===== src/rtl/wftf_pkg.sv =====
package wftf_pkg;

    localparam int MAX_FILTERS_DEFAULT = 16;

    localparam logic [1:0] OP_MATCH  = 2'd0;
    localparam logic [1:0] OP_ADD    = 2'd1;
    localparam logic [1:0] OP_REMOVE = 2'd2;

    localparam logic [1:0] ST_OK        = 2'd0;
    localparam logic [1:0] ST_BAD_INDEX = 2'd1;
    localparam logic [1:0] ST_FULL      = 2'd2;

    typedef struct packed {
        logic [1:0]  op;
        logic [1:0]  addr_family;
        logic [63:0] src_addr_hi;
        logic [63:0] src_addr_lo;
        logic [63:0] dst_addr_hi;
        logic [63:0] dst_addr_lo;
        logic [15:0] src_l4_port;
        logic [15:0] dst_l4_port;
        logic [7:0]  proto_in;
        logic [3:0]  entry_index;
    } req_t;

    typedef struct packed {
        logic       matched;
        logic [1:0] status;
        logic [4:0] entries_used;
    } rsp_t;

    typedef struct packed {
        logic [1:0]  family;
        logic [63:0] src_hi;
        logic [63:0] src_lo;
        logic [63:0] dst_hi;
        logic [63:0] dst_lo;
        logic [15:0] sport;
        logic [15:0] dport;
        logic [7:0]  proto;
    } filt_t;

    // Strobes broadcast from the sequencer to every cell of the chain.
    typedef struct packed {
        logic match_load;
        logic sweep_en;
        logic add_en;
        logic remove_en;
    } ctl_t;

endpackage


===== src/rtl/wftf_cell.sv =====
module wftf_cell #(
    parameter int IDX = 0,
    parameter int CW  = 5
) (
    input  logic                clk,
    input  wftf_pkg::ctl_t      ctl,
    input  logic [CW-1:0]       count,
    input  wftf_pkg::req_t      req,
    input  wftf_pkg::filt_t     next_entry,
    input  logic                acc_in,
    output wftf_pkg::filt_t     entry,
    output logic                acc
);

    wftf_pkg::filt_t entry_reg;
    logic            hit_reg;
    logic            acc_reg;

    logic valid;
    logic has_addr;
    logic fam_ok;
    logic proto_ok;
    logic src_wild;
    logic dst_wild;
    logic fwd;
    logic rev;
    logic hit;
    logic [127:0] f_src;
    logic [127:0] f_dst;
    logic [127:0] p_src;
    logic [127:0] p_dst;

    assign valid = int'(count) > IDX;

    always_comb
    begin
        f_src    = {entry_reg.src_hi, entry_reg.src_lo};
        f_dst    = {entry_reg.dst_hi, entry_reg.dst_lo};
        p_src    = {req.src_addr_hi, req.src_addr_lo};
        p_dst    = {req.dst_addr_hi, req.dst_addr_lo};
        src_wild = (f_src == 128'd0);
        dst_wild = (f_dst == 128'd0);
        has_addr = !src_wild || !dst_wild;
        fam_ok   = !has_addr || (entry_reg.family == req.addr_family);
        proto_ok = (entry_reg.proto == 8'd0) || (entry_reg.proto == req.proto_in);
        fwd = (src_wild || (f_src == p_src)) &&
              (dst_wild || (f_dst == p_dst)) &&
              ((entry_reg.sport == 16'd0) || (entry_reg.sport == req.src_l4_port)) &&
              ((entry_reg.dport == 16'd0) || (entry_reg.dport == req.dst_l4_port));
        rev = (src_wild || (f_src == p_dst)) &&
              (dst_wild || (f_dst == p_src)) &&
              ((entry_reg.sport == 16'd0) || (entry_reg.sport == req.dst_l4_port)) &&
              ((entry_reg.dport == 16'd0) || (entry_reg.dport == req.src_l4_port));
        hit = valid && fam_ok && proto_ok && (fwd || rev);
    end

    // Compare against the broadcast tuple, then ripple the hit toward cell zero.
    always_ff @(posedge clk)
    begin
        if (ctl.match_load)
        begin
            hit_reg <= hit;
            acc_reg <= 1'b0;
        end
        else if (ctl.sweep_en)
        begin
            acc_reg <= hit_reg | acc_in;
        end
    end

    // Append at the tail, or take the upper neighbor's filter on a remove.
    always_ff @(posedge clk)
    begin
        if (ctl.add_en && (int'(count) == IDX))
        begin
            entry_reg.family <= req.addr_family;
            entry_reg.src_hi <= req.src_addr_hi;
            entry_reg.src_lo <= req.src_addr_lo;
            entry_reg.dst_hi <= req.dst_addr_hi;
            entry_reg.dst_lo <= req.dst_addr_lo;
            entry_reg.sport  <= req.src_l4_port;
            entry_reg.dport  <= req.dst_l4_port;
            entry_reg.proto  <= req.proto_in;
        end
        else if (ctl.remove_en && (int'(req.entry_index) <= IDX))
        begin
            entry_reg <= next_entry;
        end
    end

    assign entry = entry_reg;
    assign acc   = acc_reg;

endmodule


===== config.mk =====
export PLATFORM = sky130hd
export DESIGN_NAME = wftf_cell
export DESIGN_NICKNAME = d
export VERILOG_FILES = /design/src/rtl/wftf_pkg.sv /design/src/rtl/wftf_cell.sv
export SDC_FILE = /design/constraint.sdc
export NUM_CORES = 1
export LEC_CHECK = 0
export BUFFER_PORTS_ARGS = -buffer_cell sky130_fd_sc_hd__buf_4
export CAP_MARGIN = 10
export CORE_AREA = 2 2 359 361
export DETAILED_ROUTE_END_ITERATION = 12
export DIE_AREA = 0 0 361 363
export HOLD_SLACK_MARGIN = 0.08
export PLACE_DENSITY_LB_ADDON = 0.08
export SYNTH_ARGS = -nofsm -noshare
export SYNTH_HDL_FRONTEND = slang
export SYNTH_SLANG_ARGS = --single-unit
export TNS_END_PERCENT = 20

===== constraint.sdc =====
create_clock -name clk -period 16.2 [get_ports clk]
set_input_delay 3.24 -clock clk [delete_from_list [all_inputs] [get_ports clk]]
set_output_delay 3.24 -clock clk [all_outputs]
set_load 0.01 [all_outputs]

==> results of run 1 <==
[through the flow]
step | setup slack (ns) | util (%) | hold slack [ns] | power, W
after floorplan | 4.92 | - | 0.515 | 0.00107
after CTS | 9.42 | 23.6 | 0.508 | 0.00247
after detailed placement | 8.78 | 22.4 | 0.500 | 0.00143
final | 9.48 | 23.6 | 0.504 | 0.00242
after global routing | 9.19 | 23.6 | 0.555 | 0.00250
after global placement | 8.79 | 22.4 | 0.525 | 0.00143
[layout make-up]
cell class | instances | area [um2]
fill | 13700 | 97100
clock buffer | 57 | 1170
timing repair buffer | 922 | 6930
tap | 1662 | 2080
multi-input combinational | 1202 | 10500
antenna | 8 | 20.0
sequential | 300 | 9000
inverter | 9 | 33.8
clock inverter | 25 | 262
[worst max-delay path, stage by stage]
cell and delay, ns:
buf_4 0.11, or4_1 0.50, nor2_1 0.24, nand2_4 0.36, nand2_4 0.69, buf_4 0.79, buf_4 0.81
[cells in the mapped netlist (9+ instances only)]
cell type | number | share of area, %
mux2_1 | 122 | 7.0
xor2_1 | 338 | 15
inv_1 | 9 | 0.17
buf_1 | 24 | 0.46
nor4_1 | 179 | 5.7
mux2_2 | 173 | 9.9
nand4_1 | 100 | 3.2
clkbuf_1 | 9 | 0.17
xnor2_1 | 239 | 11
edfxtp_1 | 299 | 46
nand2_1 | 13 | 0.25
[per-layer routing]
layer  vias to the layer above  global-route usage [%]  share of wire, %
met3                        97                    4.42               5.7
li1                       7777                       -                 -
met1                      9454                    30.2                41
met5                         -                       0             0.032
met2                       802                    44.6                52
met4                        10                    3.70               1.3
[power breakdown]
group / switching, W / internal (W)
Combinational: 0.000264 / 0.000211
Sequential: 0.0000591 / 0.000883
Clock: 0.000415 / 0.000590
Total: 0.000738 / 0.00169
[how the worst min path moves through the flow]
stage,startpoint,slack (ns),end,cells after the start
2_1_floorplan,acc,0.51,acc,2
3_3_place_gp,acc,0.53,acc,2
3_5_place_dp,acc,0.50,acc,2
4_1_cts,acc,0.51,acc,2
5_1_grt,acc,0.55,acc,2
6_report,acc,0.50,acc,2
[logic make-up after synthesis]
group / Yosys count / synth area share (%)
xor gates and xnor gates: 577 / 25.8
and+or+nand+nor: 306 / 9.70
DFF: 300 / 45.9
muxes: 295 / 16.9
buffers and inverters: 42 / 0.804
AOI/OAI and AO/OA: 24 / 0.868
==> impl_metrics.tcl, run 1 <==
set metrics [dict create \
    status "completed" \
    tns_ns 0 \
    rows 131 \
    gp_congestion 0.904 \
    routed_wl_um 166000 \
    layout-drive-gt1-share_pct 46.3 \
    synth-edff-count 299 \
    maxCapViolations 0 \
    grtUsageTotal_pct 24.4 \
    critical_path.max_fanout 64 \
    drtPass1Iterations 5 \
    r2r-end "hit_reg" \
    rsz0062_at_grt "false" \
    grt_antenna_before_repair 14 \
    slew_headroom_pct 26.4 \
    cts_setup_buffers 0 \
    r2r_slack_ns 12.25 \
    finalClockSkew_ns 0.0179 \
    cts_buffers 44 \
    initial_core_util_pct 15.4 \
    avgViaCountPerCell 4.33 \
    peakVddDrop_mv 0.0632 \
    pwr_density_cell_mw_per_mm2 80.9 \
    start_kind "primary input" \
    die_h_um 363 \
    dieArea_mm2 0.131 \
    dpl_cell_area_mm2 0.0285 \
    setup_viol 0 \
    drt_iter0_drc 1412 \
    wl_per_cell_um 39.7 \
    worstPathArrival_ns 6.96 \
    cts_tree "done" \
    drc_errors 0 \
    crit_path_start "count[1]" \
    largest_reg_flops 298 \
    r2r_cells 8 \
    grt_start_max_net_pins 135 \
    syn-cell-area_mm2 0.0196 \
    finalMaxSlewViolations 0 \
    path_clk_slew_ns 0.06 \
    grt_pass1_vias 19200 \
    mostFrequentLayoutCells "921 x buf_4, 338 x xor2_1, 299 x edfxtp_1, 239 x xnor2_1, 179 x nor4_1" \
    core_area_mm2 0.127 \
    synth-main-ff-cell "edfxtp_1" \
    synth_cell_types 34 \
    finalNetCount 3092 \
    post_cts_resized 0 \
    clkLatencyLatePin_ns 0.61 \
    postSynthCellCount 1544 \
    die_width_um 361 \
    r2r_start "entry[247]" \
    endpoint_kind "flop" \
    gr-total-overflow 0 \
    hpwlAfterDp_um 145000 \
    cts_sinks 300 \
    design_area_mm2 0.0300 \
    layout_commonest_cell "buf_4" \
    ctsHoldBuffers 0 \
    final_cells 4185 \
    boundaryPins 912 \
    dp_cells 4095 \
    p_leak_nw 11.3 \
    yosys_warnings 0 \
    hold_viol 0 \
    required_ns 16.43 \
    worst_pin_slew_ns 1.10 \
    syn_area_per_cell_um2 12.7 \
    grt_pass1_wl_um 207000 \
    cts_max_level 2 \
    synthArstFlopShare_pct 0 \
    synth-seq-area-share_pct 45.9 \
    synth_fp_nets 2157 \
    cts.path.max_buffers 3 \
    dr_total_vias 18100 \
    period_needed_ns 6.72 \
    syn_to_final_growth_pct 52.8 \
    postRouteAntennaNets 0 \
    max_freq_mhz 149 \
    finalCritPeriodShare_pct 41.5 \
    root_buffer "clkbuf_16" \
    port_buffers 909 \
    min_path_type "flop to flop" \
    crit_path_end "entry[144]" \
    synth_seq_cells 300 \
    path_class "primary input to flop" \
]
No activity file was read; power rests on OpenSTA's default activity.
==> run 2: changes to the inputs <==
==> constraint.sdc (replaced) <==
create_clock -name clk -period 6.9 [get_ports clk]
set_input_delay 1.38 -clock clk [delete_from_list [all_inputs] [get_ports clk]]
set_output_delay 1.38 -clock clk [all_outputs]
set_load 0.01 [all_outputs]
==> run 2 against run 1 <==
First-iteration DRC count grew 20%. Final area is 0.32% higher. Sequential power increased by 130%. Cell count about the same. Via count up 1.7%. Non-clock buffer count increased by 5. Worst hold slack better by 0.0030 ns. Sequential share of layout area is 0.095 points lower. Flip-flop and latch count stayed put. Highest routed layer unchanged.
==> impl_metrics.tcl, run 2 (same netlist as run 1, synthesis figures left out) <==
set metrics [dict create \
    path_class "primary input to flop" \
    p_comb_share_pct 19.7 \
    finalCritPeriodShare_pct 61.0 \
    tns_ns 0 \
    setup_viol 0 \
    endpoint_kind "flop" \
    maxCapViolations 0 \
    die_h_um 363 \
    status "completed" \
    min_path_type "flop to flop" \
    required_ns 7.27 \
    worst_pin_slew_ns 1.22 \
    clkPwrFrac_pct 41.6 \
    ctsHoldBuffers 0 \
    largest_reg_flops 298 \
    layout_commonest_cell "buf_4" \
    cts_max_level 2 \
    wl_per_cell_um 40.0 \
    cts.path.max_buffers 3 \
    p_leak_nw 11.4 \
    cts_sinks 300 \
    clkLatencyLatePin_ns 0.64 \
    cts_setup_buffers 0 \
    rows 131 \
    grt_pass1_wl_um 208000 \
    gr-total-overflow 0 \
    worstPathArrival_ns 4.58 \
    die_width_um 361 \
    slew_headroom_pct 17.6 \
    root_buffer "clkbuf_16" \
    postRouteAntennaNets 0 \
    mostFrequentLayoutCells "922 x buf_4, 338 x xor2_1, 299 x edfxtp_1, 239 x xnor2_1, 179 x nor4_1" \
    dr_total_vias 18400 \
    avgViaCountPerCell 4.41 \
    switching_share_pct 30.6 \
    routed_wl_um 168000 \
    drt_iter0_drc 1700 \
    syn_to_final_growth_pct 53.3 \
    grt_start_max_net_pins 140 \
    peakVddDrop_mv 0.152 \
    core_area_mm2 0.127 \
    rsz0062_at_grt "false" \
    finalClockSkew_ns 0.0225 \
    pwr_density_cell_mw_per_mm2 190 \
    max_freq_mhz 238 \
    initial_core_util_pct 15.4 \
    boundaryPins 912 \
    finalNetCount 3098 \
    r2r_slack_ns 2.75 \
    path_clk_slew_ns 0.06 \
    drc_errors 0 \
    start_kind "primary input" \
    grt_antenna_before_repair 24 \
    dpl_worst_slack_ns 2.18 \
    switchingPower_w 0.00174 \
    drtPass1Iterations 5 \
    grtUsageTotal_pct 24.6 \
    finalMaxSlewViolations 0 \
    gp_congestion 0.908 \
    critical_path.max_fanout 3 \
    post_cts_resized 0 \
    hpwlAfterDp_um 146000 \
    layout-drive-gt1-share_pct 46.4 \
    p_seq_share_pct 38.7 \
    period_needed_ns 4.21 \
    p_int_w 0.00396 \
    port_buffers 909 \
    power_w 0.00571 \
    dieArea_mm2 0.131 \
    cts_tree "done" \
    grt_pass1_vias 19400 \
    cts_buffers 45 \
    final.setup.worst_slack_ns 2.69 \
    hold_viol 0 \
]
run 2: cell types whose count changed in the layout (fill, tap and decap cells not counted), sizes merged:
| cell | before | now |
|---|---|---|
| buf | 922 | 927 |
| clkbuf | 57 | 56 |
| clkinv | 14 | 16 |
| diode | 8 | 5 |
| clkinvlp | 3 | 2 |
| bufinv | 5 | 4 |
run 2: power groups by stage:
stage               Combinational [W]  Sequential [W]  Clock [W]
floorplan                    0.000311         0.00220          0
global placement              0.00113         0.00225          0
detailed placement            0.00112         0.00225          0
CTS                           0.00113         0.00221    0.00244
global route                  0.00116         0.00221    0.00250
finish                        0.00112         0.00221    0.00237
run 2: cell type report:
class	instances	area, um2
clock inverters	25	244
clock buffers	56	1210
flip-flops and latches	300	9000
repair buffers	927	7010
inverters	9	33.8
multi-input cells	1202	10500
diodes	5	12.5
well taps	1662	2080
fillers	13700	97000
run 2: worst max-delay path, cell delays in order:
cell and delay [ns]:
buf_4 0.14, xnor2_1 0.72, nand4_1 0.19, nor4_1 0.74
nand4_1 0.18, or4_4 0.57, o22a_1 0.23, a31oi_1 0.40
run 2: metrics by stage:
step | cells | instance area [um2] | utilization [%] | hold slack, ns
after detailed placement | 4099 | 28600 | 22.5 | 0.508
after global routing | 4183 | 30000 | 23.7 | 0.559
final | 4186 | 30100 | 23.7 | 0.507
after floorplan | 1544 | 19600 | - | 0.515
after CTS | 4180 | 30000 | 23.6 | 0.516
after global placement | 4099 | 28600 | 22.5 | 0.517
run 2: worst paths after layout:
| check | from | endpoint | depth (start not counted) |
|---|---|---|---|
| worst min-delay path | acc | acc | 2 |
| worst max register to register | entry[93] | hit_reg | 7 |
| worst min register to register | acc | acc | 2 |
| worst max-delay path | req[210] | hit_reg | 8 |
run 2: metal layers:
layer,global-route usage (%),wire (um),vias to the layer above
met5,0,87,-
met4,3.77,2180,12
met3,5.10,10700,111
met2,44.7,86000,883
met1,30.2,68600,9656
li1,-,-,7783
